## config.mk

```make
export PLATFORM = sky130hd
export DESIGN_NAME = dibp_queue
export DESIGN_NICKNAME = d
export VERILOG_FILES = /design/src/sv/dibp_pkg.sv /design/src/sv/dibp_queue.sv
export SDC_FILE = /design/constraint.sdc
export NUM_CORES = 1
export LEC_CHECK = 0
export ABC_AREA = 0
export BUFFER_PORTS_ARGS = -buffer_cell sky130_fd_sc_hd__buf_4
export CORE_MARGIN = 4
export CORE_UTILIZATION = 45
export DETAILED_ROUTE_END_ITERATION = 8
export PLACE_DENSITY = 0.78
export SLEW_MARGIN = 0
export SYNTH_ARGS = -nofsm -noshare
export SYNTH_HDL_FRONTEND = slang
export SYNTH_SLANG_ARGS = --single-unit
```

## constraint.sdc

```tcl
create_clock -name i_clk -period 3 [get_ports i_clk]
set_input_delay 0.45 -clock i_clk [delete_from_list [all_inputs] [get_ports i_clk]]
set_output_delay 0.45 -clock i_clk [all_outputs]
set_load 0.05 [all_outputs]
```

## src/sv/dibp_pkg.sv

```systemverilog
// Shared types, register codes and fixed-point helpers for the depth
// back-projection block. No dependencies.
package dibp_pkg;

    // Register indexes on the configuration channel.
    localparam logic [2:0] REG_FOCAL_X     = 3'd0;
    localparam logic [2:0] REG_FOCAL_Y     = 3'd1;
    localparam logic [2:0] REG_CENTER_X    = 3'd2;
    localparam logic [2:0] REG_CENTER_Y    = 3'd3;
    localparam logic [2:0] REG_DEPTH_MAX   = 3'd4;
    localparam logic [2:0] REG_DEPTH_MIN   = 3'd5;
    localparam logic [2:0] REG_DEPTH_SCALE = 3'd6;
    localparam logic [2:0] REG_EDGE_MARGIN = 3'd7;

    // Register reset values.
    localparam logic [30:0] RST_FOCAL       = 31'd65536;
    localparam logic [30:0] RST_CENTER      = 31'd0;
    localparam logic [30:0] RST_DEPTH_MAX   = 31'd327680;
    localparam logic [30:0] RST_DEPTH_MIN   = 31'd6554;
    localparam logic [31:0] RST_DEPTH_SCALE = 32'd16777;
    localparam logic [7:0]  RST_EDGE_MARGIN = 8'd0;

    // Pose word slots.
    localparam int         POSE_WORDS = 7;
    localparam logic [2:0] SLOT_QW    = 3'd0;
    localparam logic [2:0] SLOT_QX    = 3'd1;
    localparam logic [2:0] SLOT_QY    = 3'd2;
    localparam logic [2:0] SLOT_QZ    = 3'd3;
    localparam logic [2:0] SLOT_PX    = 3'd4;
    localparam logic [2:0] SLOT_PY    = 3'd5;
    localparam logic [2:0] SLOT_PZ    = 3'd6;
    localparam logic [2:0] SLOT_NONE  = 3'd7;

    localparam logic signed [31:0] Q16_ONE = 32'sd65536;

    // Queue between front and back, and the divider pipeline.
    localparam int QDEPTH    = 4;
    localparam int DIV_STEPS = 32;
    localparam int DIV_LAT   = DIV_STEPS + 3;

    typedef struct packed {
        logic [30:0] focal_x;
        logic [30:0] focal_y;
        logic [30:0] center_x;
        logic [30:0] center_y;
        logic [30:0] depth_max;
        logic [30:0] depth_min;
        logic [31:0] depth_scale;
        logic [7:0]  edge_margin;
    } t_cfg;

    // One classified item on its way from front to back.
    typedef struct packed {
        logic               is_pose;
        logic [9:0]         col;
        logic [8:0]         row_idx;
        logic [30:0]        depth;
        logic [2:0]         pose_slot;
        logic signed [31:0] pose_value;
    } t_job;

    // Round a Q16.16 x Q16.16 product to Q16.16, floor after adding one half.
    function automatic logic signed [48:0] rnd_q16(input logic signed [64:0] p);
        logic signed [64:0] t;
        t = p + 65'sd32768;
        return $signed(t[64:16]);
    endfunction

    function automatic logic signed [31:0] sat32(input logic signed [51:0] v);
        logic signed [31:0] r;
        if (v > 52'sd2147483647) begin
            r = 32'sh7fff_ffff;
        end else if (v < -52'sd2147483648) begin
            r = 32'sh8000_0000;
        end else begin
            r = v[31:0];
        end
        return r;
    endfunction

endpackage

```

## src/sv/dibp_queue.sv

```systemverilog
// Short job queue between the front and the back of the block.
// Depends on dibp_pkg for the job type and depth.
module dibp_queue (
    input  logic           i_clk,
    input  logic           i_rst_n,
    input  logic           i_push,
    input  dibp_pkg::t_job i_job,
    output logic           o_full,
    input  logic           i_pop,
    output logic           o_empty,
    output dibp_pkg::t_job o_job
);
    localparam int PTR_W = $clog2(dibp_pkg::QDEPTH);
    localparam int CNT_W = $clog2(dibp_pkg::QDEPTH + 1);
    localparam logic [CNT_W-1:0] CNT_FULL = CNT_W'(dibp_pkg::QDEPTH);

    dibp_pkg::t_job r_mem [0:dibp_pkg::QDEPTH-1];
    logic [PTR_W-1:0] r_wr, r_rd;
    logic [CNT_W-1:0] r_cnt;

    assign o_full  = (r_cnt == CNT_FULL);
    assign o_empty = (r_cnt == '0);
    assign o_job   = r_mem[r_rd];

    always_ff @(posedge i_clk) begin
        if (!i_rst_n) begin
            r_wr  <= '0;
            r_rd  <= '0;
            r_cnt <= '0;
        end else begin
            if (i_push) begin
                r_wr <= r_wr + 1'b1;
            end
            if (i_pop) begin
                r_rd <= r_rd + 1'b1;
            end
            if (i_push && !i_pop) begin
                r_cnt <= r_cnt + 1'b1;
            end else if (!i_push && i_pop) begin
                r_cnt <= r_cnt - 1'b1;
            end
        end
    end

    always_ff @(posedge i_clk) begin
        if (i_push) begin
            r_mem[r_wr] <= i_job;
        end
    end
endmodule

```

Yosys cells after proc, flatten, opt, wreduce, memory -nomap -nowiden
Memories as Yosys holds them, arrays and structs flattened. A register that Yosys moved wholly into a read port is not among the register bits.
Cells that the tools add are included.

storage, ports and cells
  bits in writable memories = 344
  output and inout bits = 88
  register bits after elaboration = 7
  memories = 1

memories
  name   words  bits a word  rd ports  clocked after Yosys merged registers in  wr ports  RTL line          RTL
  r_mem  4      86           1         1                                        1         dibp_queue.sv:17  dibp_pkg::t_job r_mem [0:dibp_pkg::QDEPTH-1];

operators by class
  reductions and logical operators = 6
  equal/unequal tests = 1
  add/sub/neg operators = 4
  mux-type cells = 6

operator list
  operator                                          number
  two-way mux 3 bit                                 2
  adder 2 x 1 -> 2 bit, second input constant       2
  two-way mux 2 bit                                 2
  adder 3 x 1 -> 3 bit, second input constant       1
  == test 3 bit, second input constant              1
  zero test 3 bit                                   1
  subtractor 3 x 1 -> 3 bit, second input constant  1
  logical AND 1 bit                                 2
  zero test 1 bit                                   2
  two-way mux 1 bit                                 2
  nonzero test 2 bit                                1

Longest topological paths before layout
  depth after elaboration = 4
  gate-level depth with buffers = 7
  gate-level depth less buffers = 7

Least setup slack after synthesis
No wires, ideal clock.

  path kind = register to register
  start point = register r_wr[0]
  end point = memory r_mem[0][0] (netlist bit), enable pin
  data arrival time = 2539 ps
  stages on the path, launching flop included = 4
  slack = 8 ps
  path buffers = 0
  setup time = 454 ps
  data required time = 2546 ps
  cell sequence = dfxtp_1 -> inv_1 -> ha_1 -> and2_1

RTL lines
  item                      RTL line          RTL
  start: declaration        dibp_queue.sv:18  logic [PTR_W-1:0] r_wr, r_rd;
  start signal: assignment  dibp_queue.sv:32  r_wr <= r_wr + 1'b1;
  end: declaration          dibp_queue.sv:17

Straight into the memory's write port.

==> qor.txt <==
Least-Margin Pin Slew: 672.4 ps
setup tns final: 0 ps
number of antenna violations at the first check in global routing: 0
Buffers on Ports: 177
starting density of the core: 46.01%
number of nets in the finished design: 804
number of antenna diodes: 0
synthesis-to-layout area growth: 23.29%
DRC: 0
Crit Path Max Fanout: 51
worst path buffer plus inverter count: 2
Critical Path Slowest Stage Cell: sky130_fd_sc_hd__mux4_2
Iter 0 DRT Violations: 467
area taken by flip-flops and latches: 0.01052 mm²
Setup Skew: 9.823 ps
drt pass-1 iters: 7
number of inserted filler cells in the final layout: 1979
routed wire length per instance: 22.08 µm
number of flip-flops and latches in the synthesized netlist: 353
DP Area: 0.01469 mm²
number of clock sinks: 353
LEAKAGE: 5.385 nW
global-route total usage across every layer: 15.56%
number of max-slew violations in the final report: 0
worst setup slack after placement: 813.6 ps
family with the most delay on the worst path: multiplexers
first-pass GRT wire length: 37400 µm
cells after synthesis: 493
Max Cap Violations: 0
number of buffers inserted to repair setup after CTS: 0
GR Util met2: 26.37%
minimum clock period: 2700 ps
Vert. Die Dim: 177.2 µm
Mapped Nets: 589
path class of the lowest-slack min-delay path: in2reg
achievable clock frequency: 0.3704 GHz
share of layout cells above drive strength 1: 46.67%
startpoint kind of the worst setup timing path: flop
routed via count: 5857
path type of the worst setup path: reg2out
worst-path cell chain: buf_12 -> mux4_2 -> buf_4
final weighted congestion of routability-driven global placement: 0.7503
post-CTS clock slew at the launch and capture registers of the worst setup and hold paths: 60 ps
final number of hold-violating endpoints: 0
headroom to the max-slew limit: 55.17%
setup violators final: 0
final clock period utilization by the worst path: 89.98%
Hold-fix buffers, CTS: 0
die area: 0.03141 mm²
Final HPWL DP: 15800 µm
Design Area, Final: 0.01589 mm²
sequential element share of the synthesized area: 81.55%
data required time at the worst endpoint: 2550 ps
mean post-synth cell area: 26.14 µm²
worst reg2reg startpoint: r_wr[0]
netlist area before placement: 0.01289 mm²
detail-routed via count per cell: 5.262
worst supply voltage drop on vdd: 0.4907 mV
Clock Latency Late Sink: 500 ps
cell row count: 61
met1 global-route usage: 20.35%
number of routed nets with antenna violations: 0
startpoint of the most critical hold path: i_job[17]
DIE WIDTH: 177.2 µm
count of instances resized after the clock tree is built: 0
Warnings, synthesis: 0
count of distinct cell types in the synthesized netlist: 21
setup repair after global routing missed its margin: no
CP max stage delay: 600 ps
met3 global-route usage: 4.251%
gr busiest metal: met2
vias in the first global route: 6492
post-layout worst setup margin: 300.5 ps
maximum level of the CTS H-tree: 2
clock tree from TritonCTS: yes
outcome: completed
number of buffers added by the clock tree synthesis step: 38
CTS max path bufs: 3
hold_ws: 145.0 ps
Clock Tree Root: sky130_fd_sc_hd__clkbuf_16
area occupied by multi-input gates: 0.002197 mm²
top-level I/O count: 178
total core area: 0.02801 mm²
kind of end point of the critical path: primary output
total chip power: 0.01193 W
power density normalized to cell area: 750.9 mW/mm²
routed wire length: 24580 µm
total gr overflow: 0
data arrival time of the critical path: 2250 ps
maximum number of pins on one net before global-route repair: 52
## logic make-up (layout without fill, tap and decap cells)
| logic type | count (synthesis) | after routing | share of synthesized area [%] |
|---|---|---|---|
| AO/OA/AOI/OAI | 2 | 2 | 0.09706 |
| XOR/XNOR | 5 | 5 | 0.3398 |
| adder cells (fa/ha/maj) | 6 | 6 | 0.6407 |
| buffers and inverters | 24 | 266 | 1.485 |
| AND/OR/NAND/NOR | 15 | 15 | 0.7086 |
| multiplexers | 88 | 88 | 15.18 |
| flip-flops | 353 | 353 | 81.55 |
## cell usage in the layout, fill, tap and decap left out, types with 2 or more instances in the layout
| cell type | Yosys | routed |
|---|---|---|
| sky130_fd_sc_hd__and2_1 | 9 | 5 |
| sky130_fd_sc_hd__and2_4 | 0 | 4 |
| sky130_fd_sc_hd__buf_12 | 5 | 2 |
| sky130_fd_sc_hd__buf_4 | 0 | 193 |
| sky130_fd_sc_hd__bufinv_16 | 0 | 3 |
| sky130_fd_sc_hd__clkbuf_1 | 4 | 7 |
| sky130_fd_sc_hd__clkbuf_16 | 0 | 39 |
| sky130_fd_sc_hd__clkinv_1 | 0 | 4 |
| sky130_fd_sc_hd__clkinv_2 | 0 | 8 |
| sky130_fd_sc_hd__dfxtp_1 | 9 | 7 |
| sky130_fd_sc_hd__dfxtp_4 | 0 | 2 |
| sky130_fd_sc_hd__edfxtp_1 | 344 | 344 |
| sky130_fd_sc_hd__ha_1 | 5 | 5 |
| sky130_fd_sc_hd__inv_1 | 4 | 4 |
| sky130_fd_sc_hd__inv_6 | 0 | 4 |
| sky130_fd_sc_hd__mux2i_1 | 2 | 2 |
| sky130_fd_sc_hd__mux4_2 | 86 | 86 |
| sky130_fd_sc_hd__nor2b_1 | 2 | 2 |
| sky130_fd_sc_hd__xnor2_1 | 2 | 2 |
| sky130_fd_sc_hd__xor2_1 | 3 | 3 |
## worst register-to-register path, stage by stage (launching register included)
cell and delay [ps]:
sky130_fd_sc_hd__dfxtp_1 350, sky130_fd_sc_hd__inv_1 100, sky130_fd_sc_hd__ha_1 150, sky130_fd_sc_hd__and2_4 570, sky130_fd_sc_hd__buf_4 400
## cell usage after synthesis, drive strengths merged
library cell  count  area [µm²]
a21boi            1       7.510
and2              9       56.30
buf              16       161.4
clkbuf            4       15.01
dfxtp             9       180.2
edfxtp          344       10330
fa                1       20.02
ha                5       62.56
inv               4       15.01
mux2i             2       20.02
mux4             86        1937
nand2             1       3.750
nor2b             2       12.51
nor3              1       5.000
nor3b             1       7.510
o21ai             1       5.000
or3               1       6.260
xnor2             2       17.52
xor2              3       26.28
## registers in the layout, indices dropped and copies added (netlist names), named ones only
name	cells
r_rd	2
r_cnt	3
r_mem	344
r_wr	2
## report_power, final
part	leakage, nW	internal, W	total (W)	switching (W)
registers	3.24	0.00567	0.00575	0.0000882
clock network	0.591	0.00265	0.00444	0.00179
logic	1.56	0.000621	0.00174	0.00112
## per-stage QoR
| stage | util (%) | cells |
|---|---|---|
| 5_1_grt | 56.73 | 1113 |
| 6_report | 56.73 | 1113 |
| 3_3_place_gp | 52.45 | 1046 |
| 2_1_floorplan | - | 493 |
| 4_1_cts | 56.73 | 1113 |
| 3_5_place_dp | 52.45 | 1046 |
## worst paths after layout
kind | end | slack (ps) | depth (start not counted)
min | r_mem[0][17] | 150 | 1
max | o_job[59] | 300 | 3
min reg2reg | r_cnt[2] | 540 | 2
max reg2reg | r_mem[2][37] | 1100 | 4
## per-layer routing
layer  vias up  part of all wire [%]
met2       223                    51
met5         -                     0
met3        38                   7.2
li1       2541                     -
met4         0                   1.9
met1      3055                    40
## area by class of cell
cell class                 count  share of cell area (%)
clock inverter                21                   1.236
tap                          378                   2.976
clock buffer                  46                   6.307
multi-input combinational    116                   13.83
timing repair buffer         195                   9.370
sequential                   353                   66.19
inverter                       4                 0.09449
(Power assumes the default switching activity.)
