[src/sv/dibp_pkg.sv]
// Shared types, register codes and fixed-point helpers for the depth
// back-projection block. No dependencies.
package dibp_pkg;

    // Register indexes on the configuration channel.
    localparam logic [2:0] REG_FOCAL_X     = 3'd0;
    localparam logic [2:0] REG_FOCAL_Y     = 3'd1;
    localparam logic [2:0] REG_CENTER_X    = 3'd2;
    localparam logic [2:0] REG_CENTER_Y    = 3'd3;
    localparam logic [2:0] REG_DEPTH_MAX   = 3'd4;
    localparam logic [2:0] REG_DEPTH_MIN   = 3'd5;
    localparam logic [2:0] REG_DEPTH_SCALE = 3'd6;
    localparam logic [2:0] REG_EDGE_MARGIN = 3'd7;

    // Register reset values.
    localparam logic [30:0] RST_FOCAL       = 31'd65536;
    localparam logic [30:0] RST_CENTER      = 31'd0;
    localparam logic [30:0] RST_DEPTH_MAX   = 31'd327680;
    localparam logic [30:0] RST_DEPTH_MIN   = 31'd6554;
    localparam logic [31:0] RST_DEPTH_SCALE = 32'd16777;
    localparam logic [7:0]  RST_EDGE_MARGIN = 8'd0;

    // Pose word slots.
    localparam int         POSE_WORDS = 7;
    localparam logic [2:0] SLOT_QW    = 3'd0;
    localparam logic [2:0] SLOT_QX    = 3'd1;
    localparam logic [2:0] SLOT_QY    = 3'd2;
    localparam logic [2:0] SLOT_QZ    = 3'd3;
    localparam logic [2:0] SLOT_PX    = 3'd4;
    localparam logic [2:0] SLOT_PY    = 3'd5;
    localparam logic [2:0] SLOT_PZ    = 3'd6;
    localparam logic [2:0] SLOT_NONE  = 3'd7;

    localparam logic signed [31:0] Q16_ONE = 32'sd65536;

    // Queue between front and back, and the divider pipeline.
    localparam int QDEPTH    = 4;
    localparam int DIV_STEPS = 32;
    localparam int DIV_LAT   = DIV_STEPS + 3;

    typedef struct packed {
        logic [30:0] focal_x;
        logic [30:0] focal_y;
        logic [30:0] center_x;
        logic [30:0] center_y;
        logic [30:0] depth_max;
        logic [30:0] depth_min;
        logic [31:0] depth_scale;
        logic [7:0]  edge_margin;
    } t_cfg;

    // One classified item on its way from front to back.
    typedef struct packed {
        logic               is_pose;
        logic [9:0]         col;
        logic [8:0]         row_idx;
        logic [30:0]        depth;
        logic [2:0]         pose_slot;
        logic signed [31:0] pose_value;
    } t_job;

    // Round a Q16.16 x Q16.16 product to Q16.16, floor after adding one half.
    function automatic logic signed [48:0] rnd_q16(input logic signed [64:0] p);
        logic signed [64:0] t;
        t = p + 65'sd32768;
        return $signed(t[64:16]);
    endfunction

    function automatic logic signed [31:0] sat32(input logic signed [51:0] v);
        logic signed [31:0] r;
        if (v > 52'sd2147483647) begin
            r = 32'sh7fff_ffff;
        end else if (v < -52'sd2147483648) begin
            r = 32'sh8000_0000;
        end else begin
            r = v[31:0];
        end
        return r;
    endfunction

endpackage

[src/sv/dibp_front.sv]
// Front end: accepts beats, checks the pixel grid, scales and range-filters
// the depth, and pushes pose words and kept pixels into the queue. Uses dibp_pkg.
module dibp_front #(
    parameter int IMG_W = 640,
    parameter int IMG_H = 480,
    parameter int SKIP  = 2
) (
    input  logic               i_clk,
    input  logic               i_rst_n,
    input  dibp_pkg::t_cfg     i_cfg,
    input  logic               i_valid,
    output logic               o_ready,
    input  logic               i_command,
    input  logic [9:0]         i_col,
    input  logic [8:0]         i_row_idx,
    input  logic [15:0]        i_raw_depth,
    input  logic [2:0]         i_pose_slot,
    input  logic signed [31:0] i_pose_value,
    output logic               o_push,
    output dibp_pkg::t_job     o_job,
    input  logic               i_full
);
    // (p - margin) mod SKIP through a reciprocal and one correction step.
    localparam int          RECIP   = (1 << 16) / SKIP;
    localparam logic [16:0] RECIP_C = 17'(RECIP);
    localparam logic [3:0]  SKIP_C  = 4'(SKIP);
    localparam logic [12:0] W_C     = 13'(IMG_W);
    localparam logic [12:0] H_C     = 13'(IMG_H);

    function automatic logic on_grid(input logic [9:0] p, input logic [7:0] m,
                                     input logic [12:0] size);
        logic [9:0]  x;
        logic [26:0] prod;
        logic [10:0] q;
        logic [14:0] qs;
        logic [14:0] r;
        logic        in_rng;
        x      = p - {2'b0, m};
        prod   = {17'b0, x} * {10'b0, RECIP_C};
        q      = prod[26:16];
        qs     = {4'b0, q} * {11'b0, SKIP_C};
        r      = {5'b0, x} - qs;
        in_rng = (p >= {2'b0, m}) && (({3'b0, p} + {5'b0, m}) < size);
        return in_rng && ((r == 15'd0) || (r == {11'b0, SKIP_C}));
    endfunction

    logic               r_valid, r_cmd, r_grid;
    logic [9:0]         r_col;
    logic [8:0]         r_row;
    logic [15:0]        r_raw;
    logic [2:0]         r_slot;
    logic signed [31:0] r_value;
    logic [47:0]        r_prod;

    logic [47:0] rnd;
    logic [39:0] dep;
    logic        far, near, keep, en;

    always_comb begin
        rnd  = r_prod + 48'd128;
        dep  = rnd[47:8];
        far  = (r_raw == 16'd0) || (dep > {9'b0, i_cfg.depth_max});
        near = dep < {9'b0, i_cfg.depth_min};
        keep = r_cmd || (r_grid && (far || !near));
        en   = !r_valid || !keep || !i_full;
    end

    assign o_ready = en;
    assign o_push  = r_valid && keep && !i_full;

    always_comb begin
        o_job.is_pose    = r_cmd;
        o_job.col        = r_col;
        o_job.row_idx    = r_row;
        o_job.depth      = far ? i_cfg.depth_max : dep[30:0];
        o_job.pose_slot  = r_slot;
        o_job.pose_value = r_value;
    end

    always_ff @(posedge i_clk) begin
        if (!i_rst_n) begin
            r_valid <= 1'b0;
        end else if (en) begin
            r_valid <= i_valid;
        end
    end

    always_ff @(posedge i_clk) begin
        if (en) begin
            r_cmd   <= i_command;
            r_col   <= i_col;
            r_row   <= i_row_idx;
            r_raw   <= i_raw_depth;
            r_slot  <= i_pose_slot;
            r_value <= i_pose_value;
            r_grid  <= on_grid(i_col, i_cfg.edge_margin, W_C)
                    && on_grid({1'b0, i_row_idx}, i_cfg.edge_margin, H_C);
            r_prod  <= {32'b0, i_raw_depth} * {16'b0, i_cfg.depth_scale};
        end
    end
endmodule

[config.mk]
export PLATFORM = sky130hd
export DESIGN_NAME = dibp_front
export DESIGN_NICKNAME = d
export VERILOG_FILES = /design/src/sv/dibp_pkg.sv /design/src/sv/dibp_front.sv
export SDC_FILE = /design/constraint.sdc
export NUM_CORES = 1
export LEC_CHECK = 0
export ABC_AREA = 1
export ABC_CLOCK_PERIOD_IN_PS = 8400
export BUFFER_PORTS_ARGS = -buffer_cell sky130_fd_sc_hd__buf_2
export CORE_MARGIN = 3
export CORE_UTILIZATION = 45
export DETAILED_ROUTE_END_ITERATION = 10
export PLACE_DENSITY = 0.62
export SLEW_MARGIN = 10
export SYNTH_ARGS = -nofsm -noshare
export SYNTH_HDL_FRONTEND = slang
export SYNTH_SLANG_ARGS = --single-unit
[constraint.sdc]
create_clock -name i_clk -period 8.4 [get_ports i_clk]
set_input_delay 1.26 -clock i_clk [delete_from_list [all_inputs] [get_ports i_clk]]
set_output_delay 1.26 -clock i_clk [all_outputs]
set_load 0.01 [all_outputs]
# Word-level counts from Yosys, hierarchy flattened
# Cells that the tools add are included.
[op_classes]
eq_ne = 2
bitwise_logic = 0
magnitude_cmp = 6
add_sub_neg = 7
n_div = 0
mux = 1
shift = 0
n_mul = 1
reduce_logical = 22
[ops]
columns = ["operator", "count"]
rows = [
  ["$add 48x8->48 const B", 1],
  ["$mul 16x32->48", 1],
  ["$gt 40x31->1", 1],
  ["$lt 40x31->1", 1],
  ["$mux 31", 1],
  ["$eq 15x2->1 const B", 2],
  ["$logic_not 15->1", 2],
  ["$sub 10x10->11", 2],
  ["$logic_not 16->1", 1],
  ["$add 10x8->11", 1],
  ["$lt 11x10->1 const B", 1],
  ["$add 9x8->10", 1],
  ["$ge 10x8->1", 1],
  ["$lt 10x9->1 const B", 1],
  ["$sub 10x8->10", 1],
  ["$sub 9x8->10", 1],
  ["$ge 9x8->1", 1],
  ["$logic_and 1x1->1", 8],
  ["$logic_or 1x1->1", 7],
  ["$logic_not 1->1", 4],
]
[totals]
inputBits = 301
reg_bits = 121
ramBits = 0
elab_cells = 48
mem_count = 0
latch_bits = 0
rom_bits = 0
output_inout_bits = 88

# Depth between registers and ports, before layout
[logic_depth]
word_depth = 9
depth_mapped = 30
ltp_nobuf = 28

# Least setup slack after synthesis
# OpenSTA, ideal clock, no wires.
[synth_timing]
path_kind = "in2reg"
start = "input port i_cfg[15] (netlist bit)"
end = "register r_prod[38] (data pin)"
required_ns = 8.141
arrival_time_ns = 6.684
path_stages = 25
setup_time_ns = 0.259
n_path_buf = 2
slack_ns = 1.457
cell_sequence = "clkbuf_1 > clkbuf_1 > nand2_1 > fa_1 > inv_1 > fa_1 > fa_1 > fa_1 > fa_1 > inv_1 > fa_1 > inv_1 > ha_1 > a21oi_1 > inv_1 > a31oi_1 > inv_1 > a21oi_1 > o21ai_0 > a31oi_1 > inv_1 > a21oi_1 > nor2_1 > nor2_1 > xnor2_1"
[synth_between]
elab_chain_len = 1
[synth_rtl]
columns = ["item", "line", "source"]
rows = [
  ["start: declaration", "dibp_front.sv:10", "input dibp_pkg::t_cfg i_cfg,"],
  ["$mul 16x32->48", "dibp_front.sv:98", "r_prod <= {32'b0, i_raw_depth} * {16'b0, i_cfg.depth_scale};"],
  ["end signal: assignment", "dibp_front.sv:98", ""],
  ["end: declaration", "dibp_front.sv:53", "logic [47:0] r_prod;"],
]
# Every way passes these cells.
# A chain may end at the register's enable or synchronous reset.

# Worst setup path after layout
[layout_timing]
start = "input port i_raw_depth[3]"
end = "register r_prod[38] (data pin)"
[layout_between]
elab_chain_len = 1
[layout_rtl]
columns = ["item", "line", "source"]
rows = [
  ["start: declaration", "dibp_front.sv:16", "input logic [15:0] i_raw_depth,"],
  ["$mul 16x32->48", "dibp_front.sv:98", ""],
]
# Every way passes these cells.

==> impl_metrics.toml <==
[status]
outcome = "completed"

[place]
place_inst = 3961
gp_congestion = 0.921
portBuffers = 264
post-dp-hpwl_um = 51700

[floorplan]
core_um2 = 53100
io-pin-count = 389
start_util = 0.459
floorplan.rows = 84
dieArea_um2 = 57000
die_h_um = 239
die_w_um = 239

[worst_setup_path]
critPathLaunchType = "input pin"
worstSetupPathType = "input pin to register"
r2r-end = "r_prod[47]"
r2r_slack_ns = 2.57
crit_fanout = 33
reg2reg_depth = 28
crit_path_end_kind = "register"
r2r_start = "r_prod[7]"
startpoint = "i_raw_depth[3]"
critPathRequiredTime_ns = 8.56
cp_data_arrival_time_ns = 7.45

[sta]
maxSlewHeadroom = 0.417
max_freq_mhz = 137
hold_violations = 0
tightestPinTransition_ns = 0.874
setup_viol = 0
rsz0062_at_grt = "no"
finClkSkew_ns = 0.0127
post-route-period-util = 0.868
finalMaxSlewViolations = 0
period_needed_ns = 7.29
hold-worst-slack_ns = 1.01
fin_tns_setup_ns = 0

[logic_synthesis]
avgSynthCellArea_um2 = 7.84
yosys_warnings = 0
ys_async_sr_fraction = 0
ys_seq_area_frac = 0.140
synth_edf_count = 113
synth_ff_type = "edfxtp_1"
syn-num-nets = 4037
ys_ff_latch = 114
yosysUniqueCellTypes = 47
synth_cells = 3108
synthesis.area_um2 = 24400

[clock_network]
cts_tree = "done"
htree_levels = 4
ctsLongestPathBuffers = 2
cts_hold_buf = 0
cts.sinks = 114
cts_buffers = 17
root_buffer = "clkbuf_16"
clk_latency_ns = 0.42
post_cts.repair.setup_buffers = 0
path_clk_slew_ns = 0.06
ctsResizeCount = 0

[hold_path]
worstHoldEndpoint = "r_value[16]"
min_path_type = "input pin to register"
holdPathStages = 1
hp-start = "i_pose_value[16]"

[global_routing]
grt_max_degree = 61
grt_antenna_before_repair = 0
track_usage = 0.233
overflow = 0
grt_pass1_wl_um = 105000
grt_pass1_vias = 20200

[flow_run]
maxCapViolations = 0

[finish]
syn_to_final_growth_pct = 10.2
final_util = 0.506
n_antenna_cell = 0
fill_cells = 5193
layout-drive-gt1-share = 0.104
final_cells = 3993
final_nets = 4221

[detailed_routing]
drtAntennaViolNets = 0
wl_met1_um = 27900
routedWlPerCell_um = 16.1
wl_um = 64100
drtIter0Drc = 1049
routed-via-count = 19500
routed-wl-met3_um = 3680
first_pass_iters = 5
drc = 0
vias_per_cell = 4.88
wl_met2_um = 31300
maxUsedRoutingLayer = "met4"
per-layer routing:
layer | up-vias | global-route usage
met1 | 9421 | 0.308
met5 | - | 0
met3 | 77 | 0.0298
li1 | 9423 | -
met4 | 0 | 0.0555
met2 | 555 | 0.409
registers in the layout (all words and copies together) (netlist names):
register / count
r_row: 9
r_col: 10
r_cmd: 1
r_prod: 41
r_valid: 1
r_slot: 3
r_value: 32
r_raw: 16
r_grid: 1
critical path, stage by stage:
cell     delay [ns]
buf_2          0.65
nand2_1        0.17
fa_1           0.59
fa_1           0.43
fa_1           0.51
inv_1          0.05
fa_1           0.46
fa_1           0.54
inv_1          0.05
fa_1           0.54
inv_1          0.05
ha_1           0.43
a21oi_1        0.20
inv_1          0.07
a31oi_1        0.15
inv_1          0.07
a21oi_1        0.17
o21ai_0        0.11
a31oi_1        0.28
inv_1          0.07
a21oi_1        0.28
nor2_1         0.07
nor2_1         0.12
xnor2_1        0.07
cells in the mapped netlist, drive strengths merged (3+ instances only):
cell type,instances,area (um^2)
a211oi,7,57.6
a21o,8,60.1
a21oi,102,514
a31oi,18,113
and3,4,25.0
buf,7,56.3
clkbuf,110,413
edfxtp,113,3390
fa,417,8350
ha,211,2640
inv,917,3440
nand2,778,2930
nand3,38,195
nand4,21,131
nor2,157,622
nor3,14,96.4
nor4,8,65.1
o211ai,3,22.5
o21a,7,52.6
o21ai,74,374
o21bai,7,52.6
xnor2,26,228
xor2,48,420
worst max path at each step:
stage	end	cells after the start
after floorplan	r_prod[38]	25
after global placement	r_prod[42]	23
after detailed placement	r_prod[45]	23
after CTS	r_prod[45]	23
after global routing	r_prod[42]	23
final	r_prod[38]	24
metrics by stage:
step / instance area [um^2] / setup WS, ns
floorplan: 24400 / 1.46
finish: 26900 / 1.11
CTS: 26900 / 1.12
global placement: 26200 / 0.734
global route: 26900 / 0.689
detailed placement: 26200 / 0.677
final cells by class:
type                    count  area [um^2]  area share
well taps                 688          861      0.0320
repair buffers            282         1460      0.0542
flip-flops and latches    114         3410       0.127
clock buffers              20          447      0.0166
inverters                 917         3440       0.128
multi-input cells        1960        17100       0.635
clock inverters            12          181     0.00675
placed cells by master, fill, tap and decap left out, drive strengths merged, types with 4 or more instances in the layout:
| cell type | synthesis | layout |
|---|---|---|
| a211oi | 7 | 7 |
| a21o | 8 | 8 |
| a21oi | 102 | 102 |
| a31oi | 18 | 18 |
| and3 | 4 | 4 |
| buf | 7 | 282 |
| bufinv | 0 | 4 |
| clkbuf | 110 | 20 |
| clkinvlp | 0 | 4 |
| edfxtp | 113 | 113 |
| fa | 417 | 417 |
| ha | 211 | 211 |
| inv | 917 | 918 |
| nand2 | 778 | 778 |
| nand3 | 38 | 38 |
| nand4 | 21 | 21 |
| nor2 | 157 | 157 |
| nor3 | 14 | 14 |
| nor4 | 8 | 8 |
| o21a | 7 | 7 |
| o21ai | 74 | 74 |
| o21bai | 7 | 7 |
| xnor2 | 26 | 26 |
| xor2 | 48 | 48 |
cell families (layout without fill, tap and decap cells):
kind of cell,after synthesis,in the layout,share of synthesized area
and+or+nand+nor,1023,1023,0.168
xor gates and xnor gates,74,74,0.0266
AOI/OAI and AO/OA,235,235,0.0543
adders and majority gates,628,628,0.451
DFF,114,114,0.140
buffers and inverters,1034,1231,0.161
Power is not shown: default switching activity piles up to over one toggle a cycle in this logic, so the estimate is an artifact.
